## src/rtl/cvd_pkg.sv

```systemverilog
// Shared types, constants and the trigonometric table of the composite video demodulator.
package cvd_pkg;

  localparam int MAX_HALF_WINDOW      = 16;
  localparam int MAX_LINE_SAMPLES     = 4096;
  localparam int PHASE_TABLE_SIZE     = 1024;
  localparam int PHASE_BITS           = $clog2(PHASE_TABLE_SIZE);
  localparam int SAMPLE_FRACTION_BITS = 12;
  localparam int FULL_SHIFT           = SAMPLE_FRACTION_BITS + 13;
  localparam int PREFIX_DEPTH         = 64;
  localparam int PREFIX_AW            = $clog2(PREFIX_DEPTH);
  localparam int RESULT_CAP           = 16;
  localparam int QUEUE_DEPTH          = 2;
  localparam int NUM_LANES            = 3;

  localparam int SPL_W   = 13;
  localparam int POS_W   = 12;
  localparam int CTR_W   = 25;
  localparam int CNT_W   = 5;
  localparam int N_W     = 6;
  localparam int COL_W   = 12;
  localparam int LUMA_W  = 24;
  localparam int CHR_W   = 32;
  localparam int RING_W  = LUMA_W + 2 * CHR_W;
  localparam int HALF_W  = 5;

  localparam logic [63:0] TWO_PI_Q30 = 64'd6746518853;

  // Configuration register indexes
  localparam logic [1:0] REG_PHASE_STEP       = 2'd0;
  localparam logic [1:0] REG_SAMPLES_PER_LINE = 2'd1;
  localparam logic [1:0] REG_OUT_WIDTH        = 2'd2;
  localparam logic [1:0] REG_HALF_WINDOW      = 2'd3;

  localparam logic [31:0]       RST_PHASE_STEP = 32'd1073741824;
  localparam logic [SPL_W-1:0]  RST_SPL        = 13'd910;
  localparam logic [SPL_W-1:0]  RST_OW         = 13'd640;
  localparam logic [HALF_W-1:0] RST_HALF       = 5'd2;

  typedef logic signed [15:0] coef_arr_t [NUM_LANES];
  // Lanes: red, green, blue. Q2.13 chroma weights.
  localparam coef_arr_t CI_COEF = '{16'sd7832, -16'sd2228, -16'sd9060};
  localparam coef_arr_t CQ_COEF = '{16'sd5087, -16'sd5300, 16'sd13951};

  typedef struct packed {
    logic [31:0]       phase_step;
    logic [SPL_W-1:0]  spl;
    logic [SPL_W-1:0]  ow;
    logic [HALF_W-1:0] half;
    logic [SPL_W-1:0]  step_q;
    logic [SPL_W-1:0]  step_r;
  } cvd_cfg_t;

  typedef struct packed {
    logic signed [LUMA_W-1:0] y_sum;
    logic signed [CHR_W-1:0]  i_sum;
    logic signed [CHR_W-1:0]  q_sum;
    logic [N_W-1:0]           n;
    logic [COL_W-1:0]         col;
    logic                     last;
  } pix_job_t;

  typedef enum logic [2:0] {
    F_IDLE, F_TRIG, F_MUL, F_WRITE, F_PIX, F_READ, F_PUSH, F_END
  } front_state_t;

  typedef enum logic [2:0] {
    B_IDLE, B_MUL, B_SUM, B_PREP, B_DIV, B_OUT
  } back_state_t;

  // Sine of 2*pi*f/2^32 by an eight-term series, rounded to Q1.14.
  function automatic logic signed [15:0] trig14(input logic [31:0] f);
    logic [63:0] g;
    logic [63:0] x;
    logic [63:0] term;
    logic [63:0] mag;
    longint      sum;
    g = {33'd0, f[30:0]};
    if (g > 64'h4000_0000) g = 64'h8000_0000 - g;
    x = (g * TWO_PI_Q30) >> 32;
    term = x;
    sum = longint'(x);
    for (int k = 1; k <= 7; k++) begin
      term = (term * x) >> 30;
      term = (term * x) >> 30;
      term = term / 64'((2 * k) * (2 * k + 1));
      if (k[0]) sum = sum - longint'(term);
      else sum = sum + longint'(term);
    end
    if (f[31]) sum = -sum;
    mag = (sum < 0) ? 64'(-sum) : 64'(sum);
    mag = (mag + 64'd32768) >> 16;
    if (mag > 64'd16384) mag = 64'd16384;
    return (sum < 0) ? -$signed(16'(mag)) : $signed(16'(mag));
  endfunction

  typedef logic signed [15:0] trig_tab_t [PHASE_TABLE_SIZE];

  function automatic trig_tab_t build_sin_tab();
    trig_tab_t t;
    for (int i = 0; i < PHASE_TABLE_SIZE; i++) begin
      t[i] = trig14(32'(i) << (32 - PHASE_BITS));
    end
    return t;
  endfunction

  localparam trig_tab_t SIN_TAB = build_sin_tab();

endpackage

```

## src/rtl/cvd_back.sv

```systemverilog
// Back end: YIQ to RGB conversion, window mean by an eight-step divider, output register.
module cvd_back (
  input  logic              clk,
  input  logic              rst_n,
  input  logic              job_valid,
  output logic              job_pop,
  input  cvd_pkg::pix_job_t job,
  output logic              out_tvalid,
  input  logic              out_tready,
  output logic [39:0]       out_tdata,
  output logic              out_tlast
);
  import cvd_pkg::*;

  localparam int V_W   = 51;
  localparam int NUM_W = 40;

  back_state_t state_r, state_nxt;
  pix_job_t    job_r;
  logic [2:0]  step_r;
  logic [NUM_W-1:0] dsh_r;
  logic        out_valid_r;
  logic [7:0]  col_byte [NUM_LANES];
  logic        load;

  always_comb begin
    state_nxt = state_r;
    case (state_r)
      B_IDLE:  if (job_valid) state_nxt = B_MUL;
      B_MUL:   state_nxt = B_SUM;
      B_SUM:   state_nxt = B_PREP;
      B_PREP:  state_nxt = B_DIV;
      B_DIV:   if (step_r == 3'd7) state_nxt = B_OUT;
      B_OUT:   if (load) state_nxt = B_IDLE;
      default: state_nxt = B_IDLE;
    endcase
  end

  always_comb begin
    job_pop    = (state_r == B_IDLE) && job_valid;
    load       = (state_r == B_OUT) && (!out_valid_r || out_tready);
    out_tvalid = out_valid_r;
  end

  for (genvar k = 0; k < NUM_LANES; k++) begin : g_lane
    logic signed [47:0]  pi_r, pq_r;
    logic signed [V_W-1:0] v_r;
    logic                neg_r, over_r;
    logic [NUM_W-1:0]    num_r;
    logic [7:0]          q_r;
    logic [NUM_W-1:0]    v40;
    logic                ge;

    assign v40 = v_r[NUM_W-1:0];
    assign ge  = num_r >= dsh_r;
    assign col_byte[k] = neg_r ? 8'd0 : (over_r ? 8'd255 : q_r);

    always_ff @(posedge clk) begin
      case (state_r)
        B_MUL: begin
          pi_r <= CI_COEF[k] * job_r.i_sum;
          pq_r <= CQ_COEF[k] * job_r.q_sum;
        end
        B_SUM: begin
          v_r <= (V_W'(job_r.y_sum) <<< 13) + ((V_W'(pi_r) + V_W'(pq_r)) <<< 1);
        end
        B_PREP: begin
          neg_r  <= v_r < 0;
          over_r <= v_r > $signed(V_W'(job_r.n) <<< FULL_SHIFT);
          num_r  <= (v40 << 8) - v40 + (NUM_W'(job_r.n) << (FULL_SHIFT - 1));
        end
        B_DIV: begin
          if (ge) num_r <= num_r - dsh_r;
          q_r <= {q_r[6:0], ge};
        end
        default: ;
      endcase
    end
  end

  always_ff @(posedge clk) begin
    if (job_pop) job_r <= job;
    if (state_r == B_PREP) dsh_r <= NUM_W'(job_r.n) << (FULL_SHIFT + 7);
    else if (state_r == B_DIV) dsh_r <= dsh_r >> 1;
    if (load) begin
      out_tdata <= {4'd0, job_r.col, col_byte[2], col_byte[1], col_byte[0]};
      out_tlast <= job_r.last;
    end
  end

  always_ff @(posedge clk) begin
    if (!rst_n) begin
      state_r     <= B_IDLE;
      step_r      <= '0;
      out_valid_r <= 1'b0;
    end else begin
      state_r <= state_nxt;
      if (state_r == B_DIV) step_r <= step_r + 3'd1;
      else step_r <= '0;
      if (load) out_valid_r <= 1'b1;
      else if (out_tready) out_valid_r <= 1'b0;
    end
  end

endmodule

```

## config.mk

```make
export PLATFORM = sky130hd
export DESIGN_NAME = cvd_back
export DESIGN_NICKNAME = d
export VERILOG_FILES = /design/src/rtl/cvd_pkg.sv /design/src/rtl/cvd_back.sv
export SDC_FILE = /design/constraint.sdc
export NUM_CORES = 2
export LEC_CHECK = 0
export ABC_AREA = 1
export CAP_MARGIN = 20
export CORE_MARGIN = 2
export CORE_UTILIZATION = 60
export DETAILED_ROUTE_END_ITERATION = 7
export DONT_BUFFER_PORTS = 1
export PLACE_DENSITY = 0.83
export SYNTH_ARGS = -nofsm -noshare
export SYNTH_HDL_FRONTEND = slang
export SYNTH_SLANG_ARGS = --single-unit
```

## constraint.sdc

```tcl
create_clock -name clk -period 43.9 [get_ports clk]
set_input_delay 8.78 -clock clk [delete_from_list [all_inputs] [get_ports clk]]
set_output_delay 8.78 -clock clk [all_outputs]
set_load 0.1 [all_outputs]
```

==> key figures <==
Place
  – Post-Place Cells: 16100
  – RD Place Congestion: 1.10
  – PortBufs: 0
  – Hpwl dp: 312 mm
  – Placed inst area: 0.110 mm2

Critical path
  – Critical path class: in -> out
  – Critical path fanouts, max: 24
  – Startpoint Class: input pin
  – Arrival time of the worst setup path: 9720 ps
  – Reg2Reg Setup Slack: 37090 ps
  – Crit path required time: 35120 ps
  – CP Capture Type: output pin

Yosys
  – Post-Syn Instances: 13800
  – Number of synthesis warnings: 0
  – Mapped cell area: 0.107 mm2
  – Yosys top cell area share: 19.9%
  – Most common cell in the synthesized netlist: nand2_1
  – Cell taking the most area after synthesis: fa_1
  – Seq cells post-synth: 737
  – Synth cell types: 62
  – Seq/Total Area, Yosys: 20.2%
  – Area contributors post-synth: fa_1 (20%), edfxtp_1 (20%), ha_1 (15%)
  – Post-synth EDFFs: 698
  – FFs w/ async S/R, synth: 0%
  – Post-synth top cells: nand2_1 (3204), inv_1 (2772), ha_1 (1276)
  – Avg Inst Size Synth: 7.79 um2
  – Dominant synthesized flop cell: edfxtp_1

Timing
  – Fin crit share: 42.1%
  – RSZ-0062 raised after global routing: false
  – Max Clk Rate: 54.0 MHz
  – TNS Setup: 0 ps
  – Setup violation total in the final timing report: 0
  – Least-Margin Pin Slew: 1060 ps
  – Slew Limit Fails: 0
  – Slew headroom: 29.1%
  – Post-route minimum period: 18500 ps
  – Worst Skew: 63.2 ps
  – Hold Vio Cnt, Final: 0

CTS
  – TritonCTS clock tree: built
  – H-tree depth: 3
  – Total CTS buffers: 88
  – Reg clk slew, reported paths: 60 ps
  – Clk_lat worst skew: 790 ps
  – Cts-stage hold buffer count: 0
  – Max Root-Sink Buffers: 3
  – Post CTS Setup Buffer Count: 0
  – # clock sinks: 737
  – CTS root buf: clkbuf_16
  – Resize count post-CTS: 0

Hold path
  – HP Class: reg -> reg

Detailed routing
  – Initial drt markers: 10600
  – DR pass1 iterations: 8
  – Via count: 94300
  – Antenna Violating Nets Remaining: 0
  – Routed len/inst: 22.2 um
  – Drt total wl: 362 mm
  – DRC: 0
  – Avg Vias per Cell: 5.79

Floorplan
  – Row count: 155
  – Initial Util: 60.3%
  – I/O pins: 154
  – Die area: 0.182 mm2
  – Core Area: 0.178 mm2
  – Die Y: 427 um
  – Die X-Extent: 427 um

Layout
  – Share of cells above drive strength 1: 3.74%
  – Finished Layout Cells: 16300
  – Fill cells: 15600
  – Final net count: 16300
  – Area of the multi-input gates: 0.0749 mm2
  – Reg area: 0.0217 mm2
  – Area Overhead vs Synth: 5.87%
  – Fin area: 0.114 mm2

Global routing
  – Largest net degree at the start of global routing: 189
  – First-pass GRT wire length: 540 mm
  – Initial antenna violation count: 12
  – Total gr overflow: 0
  – Number of global-route vias before repair: 90600
  – Global Route Usage Sum: 39.6%

Run
  – Max Cap Viol: 0

Outcome
  – Status: complete, no violations
==> placed cells by master, fill, tap and decap left out, types with 10 or more instances in the layout <==
| master | count |
|---|---|
| a21boi_0 | 23 |
| a21o_1 | 65 |
| a21oi_1 | 909 |
| a21oi_2 | 14 |
| a31oi_1 | 23 |
| and2_1 | 19 |
| buf_4 | 30 |
| bufinv_16 | 15 |
| clkbuf_1 | 10 |
| clkbuf_16 | 90 |
| dfxtp_1 | 39 |
| edfxtp_1 | 698 |
| fa_1 | 1068 |
| ha_1 | 1276 |
| inv_1 | 2772 |
| inv_2 | 26 |
| nand2_1 | 3203 |
| nand2_2 | 105 |
| nand3_1 | 604 |
| nand3_2 | 49 |
| nand3b_1 | 49 |
| nand4_1 | 148 |
| nor2_1 | 1140 |
| nor2_2 | 54 |
| nor2_4 | 19 |
| nor3_1 | 159 |
| nor3_2 | 13 |
| nor4_1 | 31 |
| o21a_1 | 56 |
| o21ai_0 | 464 |
| o21ai_1 | 52 |
| o21bai_1 | 51 |
| o22ai_1 | 51 |
| or2_2 | 20 |
| xnor2_1 | 127 |
| xor2_1 | 319 |
==> sequential cells by signal, summed over array words and instances (netlist names) <==
name and cells:
g_lane.neg_r 3, state_r 3, g_lane.num_r 120, g_lane.pq_r 132, job_r 107, g_lane.v_r 141
dsh_r 38, g_lane.q_r 24, out_tlast 1, step_r 3, g_lane.over_r 3, out_tvalid 1
out_tdata 36, g_lane.pi_r 125
==> final timing paths <==
| kind | from | end | depth (start not counted) |
|---|---|---|---|
| worst min-delay path | step_r[0] | step_r[0] | 1 |
| worst max-delay path | job_valid | job_pop | 4 |
| worst max register to register | job_r[42] | g_lane[2].pq_r[29] | 19 |
| worst min register to register | step_r[0] | step_r[0] | 1 |
==> cell type report <==
class / instances / share of cell area [%]
clock inverter: 61 / 0.829
inverter: 2801 / 9.25
multi-input combinational: 10200 / 65.9
timing repair buffer: 33 / 0.258
sequential: 737 / 19.1
antenna: 3 / 0.00660
clock buffer: 104 / 2.06
tap: 2355 / 2.59
==> logic make-up after synthesis <==
| logic type | count (synthesis) | synth area share (%) |
|---|---|---|
| other cells | 1 | 0.00349 |
| buf+inv | 2859 | 10.0 |
| flops | 737 | 20.2 |
| xor+xnor | 446 | 3.64 |
| simple gates | 5644 | 22.3 |
| compound gates | 1760 | 9.00 |
| fa+ha+maj | 2344 | 34.8 |
==> critical path, stage by stage <==
cell and delay (ps):
inv_1 40, nor4_2 170, buf_4 460, buf_16 230
==> per-stage QoR <==
step | util (%) | setup slack, ps | hold WS [ps]
finish | 63.8 | 25400 | 421
floorplan | - | 13520 | 399
CTS | 63.8 | 25410 | 422
detailed placement | 61.9 | 25430 | 405
global placement | 61.9 | 25440 | 401
global route | 63.8 | 25350 | 427
==> metal layers <==
layer	wire length [um]	part of all wire, %	global-route usage, %
met5	52	0.014	0
met4	28800	7.9	26.0
met3	31500	8.7	6.55
met2	162000	45	62.9
met1	140000	39	49.9
Power is not shown: default switching activity piles up to over one toggle a cycle in this logic, so the estimate is an artifact.
