### config.mk
export PLATFORM = sky130hd
export DESIGN_NAME = cvd_queue
export DESIGN_NICKNAME = d
export VERILOG_FILES = /design/src/rtl/cvd_pkg.sv /design/src/rtl/cvd_queue.sv
export SDC_FILE = /design/constraint.sdc
export NUM_CORES = 1
export LEC_CHECK = 0
export ABC_AREA = 1
export BUFFER_PORTS_ARGS = -buffer_cell sky130_fd_sc_hd__buf_2
export CAP_MARGIN = 40
export CORE_MARGIN = 1.5
export CORE_UTILIZATION = 55
export CTS_CLUSTER_DIAMETER = 30
export DETAILED_ROUTE_END_ITERATION = 8
export GPL_ROUTABILITY_DRIVEN = 0
export MAX_ROUTING_LAYER = met4
export PLACE_DENSITY = 0.86
export SLEW_MARGIN = 20
export SYNTH_ARGS = -nofsm -noshare
export SYNTH_HDL_FRONTEND = slang
export SYNTH_SLANG_ARGS = --single-unit
### constraint.sdc
create_clock -name clk -period 22 [get_ports clk]
set_clock_uncertainty 0.2 [all_clocks]
set_input_delay 5.5 -clock clk [delete_from_list [all_inputs] [get_ports clk]]
set_output_delay 5.5 -clock clk [all_outputs]
set_load 0.005 [all_outputs]
### src/rtl/cvd_pkg.sv
// Shared types, constants and the trigonometric table of the composite video demodulator.
package cvd_pkg;

  localparam int MAX_HALF_WINDOW      = 16;
  localparam int MAX_LINE_SAMPLES     = 4096;
  localparam int PHASE_TABLE_SIZE     = 1024;
  localparam int PHASE_BITS           = $clog2(PHASE_TABLE_SIZE);
  localparam int SAMPLE_FRACTION_BITS = 12;
  localparam int FULL_SHIFT           = SAMPLE_FRACTION_BITS + 13;
  localparam int PREFIX_DEPTH         = 64;
  localparam int PREFIX_AW            = $clog2(PREFIX_DEPTH);
  localparam int RESULT_CAP           = 16;
  localparam int QUEUE_DEPTH          = 2;
  localparam int NUM_LANES            = 3;

  localparam int SPL_W   = 13;
  localparam int POS_W   = 12;
  localparam int CTR_W   = 25;
  localparam int CNT_W   = 5;
  localparam int N_W     = 6;
  localparam int COL_W   = 12;
  localparam int LUMA_W  = 24;
  localparam int CHR_W   = 32;
  localparam int RING_W  = LUMA_W + 2 * CHR_W;
  localparam int HALF_W  = 5;

  localparam logic [63:0] TWO_PI_Q30 = 64'd6746518853;

  // Configuration register indexes
  localparam logic [1:0] REG_PHASE_STEP       = 2'd0;
  localparam logic [1:0] REG_SAMPLES_PER_LINE = 2'd1;
  localparam logic [1:0] REG_OUT_WIDTH        = 2'd2;
  localparam logic [1:0] REG_HALF_WINDOW      = 2'd3;

  localparam logic [31:0]       RST_PHASE_STEP = 32'd1073741824;
  localparam logic [SPL_W-1:0]  RST_SPL        = 13'd910;
  localparam logic [SPL_W-1:0]  RST_OW         = 13'd640;
  localparam logic [HALF_W-1:0] RST_HALF       = 5'd2;

  typedef logic signed [15:0] coef_arr_t [NUM_LANES];
  // Lanes: red, green, blue. Q2.13 chroma weights.
  localparam coef_arr_t CI_COEF = '{16'sd7832, -16'sd2228, -16'sd9060};
  localparam coef_arr_t CQ_COEF = '{16'sd5087, -16'sd5300, 16'sd13951};

  typedef struct packed {
    logic [31:0]       phase_step;
    logic [SPL_W-1:0]  spl;
    logic [SPL_W-1:0]  ow;
    logic [HALF_W-1:0] half;
    logic [SPL_W-1:0]  step_q;
    logic [SPL_W-1:0]  step_r;
  } cvd_cfg_t;

  typedef struct packed {
    logic signed [LUMA_W-1:0] y_sum;
    logic signed [CHR_W-1:0]  i_sum;
    logic signed [CHR_W-1:0]  q_sum;
    logic [N_W-1:0]           n;
    logic [COL_W-1:0]         col;
    logic                     last;
  } pix_job_t;

  typedef enum logic [2:0] {
    F_IDLE, F_TRIG, F_MUL, F_WRITE, F_PIX, F_READ, F_PUSH, F_END
  } front_state_t;

  typedef enum logic [2:0] {
    B_IDLE, B_MUL, B_SUM, B_PREP, B_DIV, B_OUT
  } back_state_t;

  // Sine of 2*pi*f/2^32 by an eight-term series, rounded to Q1.14.
  function automatic logic signed [15:0] trig14(input logic [31:0] f);
    logic [63:0] g;
    logic [63:0] x;
    logic [63:0] term;
    logic [63:0] mag;
    longint      sum;
    g = {33'd0, f[30:0]};
    if (g > 64'h4000_0000) g = 64'h8000_0000 - g;
    x = (g * TWO_PI_Q30) >> 32;
    term = x;
    sum = longint'(x);
    for (int k = 1; k <= 7; k++) begin
      term = (term * x) >> 30;
      term = (term * x) >> 30;
      term = term / 64'((2 * k) * (2 * k + 1));
      if (k[0]) sum = sum - longint'(term);
      else sum = sum + longint'(term);
    end
    if (f[31]) sum = -sum;
    mag = (sum < 0) ? 64'(-sum) : 64'(sum);
    mag = (mag + 64'd32768) >> 16;
    if (mag > 64'd16384) mag = 64'd16384;
    return (sum < 0) ? -$signed(16'(mag)) : $signed(16'(mag));
  endfunction

  typedef logic signed [15:0] trig_tab_t [PHASE_TABLE_SIZE];

  function automatic trig_tab_t build_sin_tab();
    trig_tab_t t;
    for (int i = 0; i < PHASE_TABLE_SIZE; i++) begin
      t[i] = trig14(32'(i) << (32 - PHASE_BITS));
    end
    return t;
  endfunction

  localparam trig_tab_t SIN_TAB = build_sin_tab();

endpackage

### src/rtl/cvd_queue.sv
// Short job queue between the front end and the colour back end.
module cvd_queue (
  input  logic              clk,
  input  logic              rst_n,
  input  logic              push,
  input  cvd_pkg::pix_job_t din,
  output logic              full,
  input  logic              pop,
  output cvd_pkg::pix_job_t dout,
  output logic              empty
);
  import cvd_pkg::*;

  localparam int QP_W = $clog2(QUEUE_DEPTH);

  pix_job_t               slot_r [QUEUE_DEPTH];
  logic [QP_W-1:0]        wp_r, rp_r;
  logic [QP_W:0]          fill_r;

  assign full  = (fill_r == (QP_W+1)'(QUEUE_DEPTH));
  assign empty = (fill_r == '0);
  assign dout  = slot_r[rp_r];

  always_ff @(posedge clk) begin
    if (push) slot_r[wp_r] <= din;
  end

  always_ff @(posedge clk) begin
    if (!rst_n) begin
      wp_r   <= '0;
      rp_r   <= '0;
      fill_r <= '0;
    end else begin
      if (push) wp_r <= wp_r + QP_W'(1);
      if (pop) rp_r <= rp_r + QP_W'(1);
      fill_r <= fill_r + (QP_W+1)'(push) - (QP_W+1)'(pop);
    end
  end

endmodule

==> flow_summary.json, run 1 <==
{
  "run_status": "completed",
  "critical_path.n_buffers_inverters": 3,
  "synth_area_leaders": "edfxtp_1 (80%), mux2_2 (11%), mux2_4 (5.6%)",
  "peakVddDrop_v": 0.0000745,
  "sequential_cell_area_um2": 6530,
  "report.final.hold_viol_count": 0,
  "total_leakage_power_uw": 0.00407,
  "cellPowerDensity_nw_per_um2": 100,
  "yosys-top-cells-count": "edfxtp_1 (214), mux2_2 (77), mux2_4 (30)",
  "syn_inst": 366,
  "initial_core_util_pct": 55.9,
  "syn-cell-area_um2": 8060,
  "avgRoutedWirePerCell_um": 17.9,
  "yosysSeqAreaShare_pct": 81.0,
  "total_via_count_after_detailed_routing": 4226,
  "root_buffer": "clkbuf_16",
  "area_occupied_by_multi_input_gates_um2": 1420,
  "first_iter_violations": 257,
  "crit_path_max_fanout": 52,
  "firstDrtPassIters": 4,
  "globalRouteTotalUtil_pct": 18.8,
  "drc_errors": 0,
  "critical_path.max_stage_delay_ns": 0.81,
  "fmax_mhz": 121,
  "crit_chain": "buf_4 -> buf_12 -> mux2_2 -> buf_2",
  "grt_first_pass_wirelength_um": 21100,
  "syn_avg_cell_area_um2": 22.0,
  "design.final.nets": 725,
  "start_kind": "flop",
  "cts_hold_buf": 0,
  "place.detailed.hpwl_um": 9540,
  "finalWirelength_um": 14700,
  "min_path_type": "reg -> reg",
  "grt_setup_unrepaired": "no",
  "clock_tree.htree_level_count": 1,
  "top_signal_layer_used": "met4",
  "total_of_cells_resized_after_clock_tree_synthesis": 0,
  "synthesized_net_count": 479,
  "fin_setup_tns_ns": 0,
  "cp_top_family": "buffers and inverters",
  "placement.setup.worst_slack_ns": 14.11,
  "cts_tree": "done",
  "report.final.slew_viol_count": 0,
  "asyncSetResetFlopFracSynth_pct": 0,
  "finalCritPeriodShare_pct": 37.7,
  "clock_insertion_delay_worst_skew_ns": 0.53,
  "max-clock-path-buffers": 3,
  "wl_met2_um": 7760,
  "synth_enable_flop_cells": 214,
  "cts.clk_slew.worst_paths_ns": 0.06,
  "grt_pass1_vias": 4194,
  "cts_inserted_buffers": 31,
  "chipWidth_um": 124,
  "setup_ws_ns": 13.71,
  "synth_warn": 0,
  "synthMostInstantiatedCell": "edfxtp_1",
  "worst_ep_required_time_ns": 16.30,
  "fillCellCount": 900,
  "area.growth.synth_to_final_pct": 29.4,
  "post-route-min-period_ns": 8.29,
  "std_cell_rows": 44,
  "grt_antenna_before_repair": 2,
  "globalRouteOverflowTotal": 0,
  "worst-endpoint-arrival_ns": 2.59,
  "met3WireLength_um": 1130,
  "die_span_y_um": 124,
  "synth-seq-cells": 219,
  "post_route_cells_drive_above_1_share_pct": 61.2,
  "crit_type": "reg -> out",
  "clock_sinks": 219,
  "max_cap_viol": 0,
  "port_buf_inserts": 219,
  "grt_start_max_net_pins": 57,
  "setup_violations": 0,
  "postCtsSetupBuffers": 0,
  "synthDominantCellAreaShare_pct": 79.7,
  "timing.critical_path.to_type": "primary output",
  "synthDominantAreaCellType": "edfxtp_1",
  "crit_path_top_delay_cell": "dfxtp_4",
  "met1_length_um": 5580,
  "route.detailed.vias_per_inst": 5.14,
  "floorplan.core_area_um2": 14400,
  "postSynth.topFlopCell": "edfxtp_1",
  "die_area_um2": 15400,
  "route.antenna.remaining_nets": 0,
  "post_synth_num_cell_types": 12,
  "max_slew_margin_pct": 51.1,
  "tightest_slew_ns": 0.733,
  "ioPinCount": 220
}
kinds of logic (layout without fill, tap and decap cells):
| family | after synthesis | count (layout) | synth area share (%) |
|---|---|---|---|
| AO/OA/AOI/OAI | 1 | 1 | 0.0620 |
| adder cells (fa/ha/maj) | 2 | 2 | 0.310 |
| other | 0 | 2 | 0 |
| AND/OR/NAND/NOR | 18 | 18 | 0.854 |
| buffers and inverters | 19 | 289 | 1.46 |
| multiplexers | 107 | 107 | 16.3 |
| flip-flops | 219 | 219 | 81.0 |
registers in the layout, indices dropped and copies added, names as in the netlist, named ones only:
name    count
wp_r        1
rp_r        1
slot_r    214
fill_r      2
cell usage in the layout (no fill, tap or decap), types with 2 or more instances in the layout:
master / synthesis / final
buf_12: 0 / 2
buf_2: 7 / 219
buf_4: 0 / 3
bufinv_16: 0 / 2
clkbuf_16: 0 / 31
clkinv_1: 0 / 3
clkinv_2: 0 / 2
clkinv_4: 0 / 5
clkinvlp_4: 0 / 3
dfxtp_1: 5 / 4
diode_2: 0 / 2
edfxtp_1: 214 / 214
ha_1: 2 / 2
inv_1: 7 / 6
inv_6: 0 / 7
inv_8: 0 / 4
mux2_2: 77 / 77
mux2_4: 30 / 30
nand2_1: 8 / 8
nor2_1: 9 / 8
layout make-up:
cell class / instances / area share (%)
Tap cell: 184 / 2.21
Multi-Input combinational cell: 128 / 13.6
Antenna cell: 2 / 0.0480
Inverter: 7 / 0.276
Clock buffer: 31 / 7.43
Timing Repair Buffer: 225 / 11.4
Clock inverter: 26 / 2.43
Sequential cell: 219 / 62.6
worst min-delay path, delay by kind of cell, from the launching register on:
family	cells	cell delay [ns]
DFF	1	0.34
and+or+nand+nor	2	0.16
metal layers:
| metal | vias up | track usage [%] |
|---|---|---|
| met1 | 2076 | 21.6 |
| li1 | 1950 | - |
| met4 | 0 | 5.97 |
| met5 | - | - |
| met3 | 18 | 5.72 |
| met2 | 182 | 31.8 |
worst paths after layout:
check                           slack [ns]               from                       end  depth (start not counted)
worst min-delay path                  0.33  rp_r$_SDFFE_PN0P_                      flop                          2
worst max-delay path                 13.71               flop                  dout[96]                          4
worst max register to register       19.58  wp_r$_SDFFE_PN0P_  slot_r[1][103]$_DFFE_PP_                          3
worst min register to register        0.33  rp_r$_SDFFE_PN0P_                      flop                          2
where the power goes:
part	switching (uW)	internal (uW)
logic	36.4	42.2
registers	8.65	483
clock network	185	289
total	230	814
stage by stage:
stage / total power, uW / instance area, um^2 / hold WS (ns) / utilization [%] / std cells
final: 1040 / 10400 / 0.332 / 72.3 / 822
after global placement: 573 / 9330 / 0.275 / 64.7 / 760
after floorplan: 542 / 8060 / 0.263 / - / 366
after CTS: 1050 / 10400 / 0.340 / 72.0 / 818
after detailed placement: 578 / 9360 / 0.322 / 64.9 / 761
after global routing: 1080 / 10400 / 0.367 / 72.3 / 822
(Power assumes the default switching activity.)
==> run 2, diff against run 1 <==
--- a/config.mk
+++ b/config.mk
@@ -9,12 +9,12 @@
 export BUFFER_PORTS_ARGS = -buffer_cell sky130_fd_sc_hd__buf_2
 export CAP_MARGIN = 40
 export CORE_MARGIN = 1.5
-export CORE_UTILIZATION = 55
+export CORE_UTILIZATION = 47
 export CTS_CLUSTER_DIAMETER = 30
 export DETAILED_ROUTE_END_ITERATION = 8
 export GPL_ROUTABILITY_DRIVEN = 0
 export MAX_ROUTING_LAYER = met4
-export PLACE_DENSITY = 0.86
+export PLACE_DENSITY = 0.79
 export SLEW_MARGIN = 20
 export SYNTH_ARGS = -nofsm -noshare
 export SYNTH_HDL_FRONTEND = slang
==> constraint.sdc (replaced) <==
create_clock -name clk -period 7.5 [get_ports clk]
set_clock_uncertainty 0.2 [all_clocks]
set_input_delay 1.875 -clock clk [delete_from_list [all_inputs] [get_ports clk]]
set_output_delay 1.875 -clock clk [all_outputs]
set_load 0.005 [all_outputs]
==> run 2 against run 1 <==
  * Worst hold slack got worse by 0.0090 ns
  * Sequential share of layout area decreased by 2.3 points
  * Utilization decreased by 7.3 points
  * Cell count increased by 5.7%
  * Critical path depth decreased by 1
  * Wire length increased by 3.8%
  * Via count increased by 0.38%
  * Cell area increased by 3.8%
  * Die area increased by 17%
  * Largest cell class unchanged
  * Critical path type unchanged
==> flow_summary.json, run 2 (synthesis gave the netlist of run 1 again) <==
{
  "grt_pass1_vias": 4627,
  "max_cap_viol": 0,
  "critical_path.max_stage_delay_ns": 0.68,
  "max_flop_register": "slot_r",
  "sequential_cell_area_um2": 6530,
  "cellPowerDensity_nw_per_um2": 321,
  "globalRouteOverflowTotal": 0,
  "largest_registers": "slot_r x214, fill_r x2",
  "grt_antenna_before_repair": 0,
  "die_span_y_um": 134,
  "drc_errors": 0,
  "grt_setup_unrepaired": "no",
  "crit_path_top_delay_cell": "buf_4",
  "ioPinCount": 220,
  "area.growth.synth_to_final_pct": 34.4,
  "worst-endpoint-arrival_ns": 2.37,
  "globalRouteTotalUtil_pct": 17.6,
  "die_area_um2": 17900,
  "report.final.slew_viol_count": 0,
  "first_iter_violations": 178,
  "cts_tree": "done",
  "root_buffer": "clkbuf_16",
  "reg2reg_slack_ns": 5.32,
  "cp_top_family": "buffers and inverters",
  "max_slew_margin_pct": 49.1,
  "max-clock-path-buffers": 3,
  "finalWirelength_um": 15200,
  "cts_inserted_buffers": 39,
  "avgRoutedWirePerCell_um": 17.5,
  "dp_cells": 798,
  "design.final.nets": 733,
  "cts.clk_slew.worst_paths_ns": 0.04,
  "fin_setup_tns_ns": 0,
  "most-common-layout-cells": "buf_2 (219), edfxtp_1 (214), mux2_2 (77)",
  "start_kind": "flop",
  "largest_register_ff_count": 214,
  "floorplan.core_area_um2": 16600,
  "area_occupied_by_multi_input_gates_um2": 1420,
  "tightest_slew_ns": 0.763,
  "initial_core_util_pct": 48.4,
  "peakVddDrop_v": 0.000215,
  "std_cell_rows": 47,
  "run_status": "completed",
  "fillCellCount": 1147,
  "postCtsSetupBuffers": 0,
  "firstDrtPassIters": 4,
  "report.power.total_uw": 3470,
  "setup_violations": 0,
  "diodes": 0,
  "critical_path.n_buffers_inverters": 2,
  "holdWs_ns": 0.323,
  "cts_hold_buf": 0,
  "place.detailed.hpwl_um": 9580,
  "clock_tree.htree_level_count": 2,
  "report.final.hold_viol_count": 0,
  "post_layout_nonfiller_instances": 869,
  "grt_start_max_net_pins": 75,
  "crit_path_max_fanout": 47,
  "port_buf_inserts": 219,
  "route.detailed.vias_per_inst": 4.88,
  "post_route_cells_drive_above_1_share_pct": 61.8,
  "min_path_type": "reg -> reg",
  "total_via_count_after_detailed_routing": 4242,
  "post-route-min-period_ns": 4.44,
  "fmax_mhz": 225,
  "finalCritPeriodShare_pct": 59.2,
  "total_leakage_power_uw": 0.00422,
  "layout.cells.most_common": "buf_2",
  "clock_insertion_delay_worst_skew_ns": 0.50,
  "grt_first_pass_wirelength_um": 23500,
  "crit_type": "reg -> out",
  "chipWidth_um": 134,
  "crit_chain": "buf_4 -> mux2_2 -> buf_2",
  "total_of_cells_resized_after_clock_tree_synthesis": 0,
  "timing.critical_path.to_type": "primary output",
  "route.antenna.remaining_nets": 0,
  "worst_ep_required_time_ns": 5.43,
  "layout.core_utilization_pct": 65.1,
  "clock_sinks": 219
}
run 2: cell count changes in the layout (fill, tap and decap cells not counted), sizes merged:
cell / delta
inv: -6
clkinvlp: +5
diode: -2
clkbuf: +11
bufinv: +5
clkinv: -2
run 2: layout make-up:
class / count / share of cell area (%)
Sequential cell: 219 / 60.3
Multi-Input combinational cell: 128 / 13.1
Timing Repair Buffer: 225 / 11.1
Clock buffer: 42 / 9.31
Clock inverter: 28 / 3.38
Tap cell: 220 / 2.54
Inverter: 7 / 0.266
run 2: report_power, final:
group | total, uW | switching (uW) | internal [uW]
Sequential | 1440 | 21.2 | 1420
Clock | 1800 | 575 | 1220
Combinational | 236 | 111 | 124
run 2: worst register-to-register path, cell delays in order, from the launching register on:
cell and delay [ns]:
dfxtp_1 0.38, nand2_1 0.13, inv_4 0.34, buf_4 0.49, buf_16 0.31
run 2: final timing paths:
check / startpoint / end / cells past startpoint
min reg2reg: rp_r$_SDFFE_PN0P_ / rp_r$_SDFFE_PN0P_ / 2
max: flop / dout[64] / 3
max reg2reg: wp_r$_SDFFE_PN0P_ / slot_r[1][34]$_DFFE_PP_ / 4
min: rp_r$_SDFFE_PN0P_ / rp_r$_SDFFE_PN0P_ / 2
run 2: per-stage QoR:
step           area [um^2]  setup slack [ns]
2_1_floorplan         8060             0.330
3_3_place_gp          9390              3.22
3_5_place_dp          9440              3.18
4_1_cts              10800              2.63
5_1_grt              10800              2.91
6_report             10800              3.06
run 2: layer usage:
metal / track usage (%) / routed length [um] / share of wire (%) / up-vias
met2: 28.9 / 7790 / 51 / 183
met1: 19.6 / 5790 / 38 / 2051
met3: 6.27 / 1270 / 8.3 / 40
met4: 7.19 / 396 / 2.6 / 0
li1: - / - / - / 1968
met5: - / 0 / 0 / -
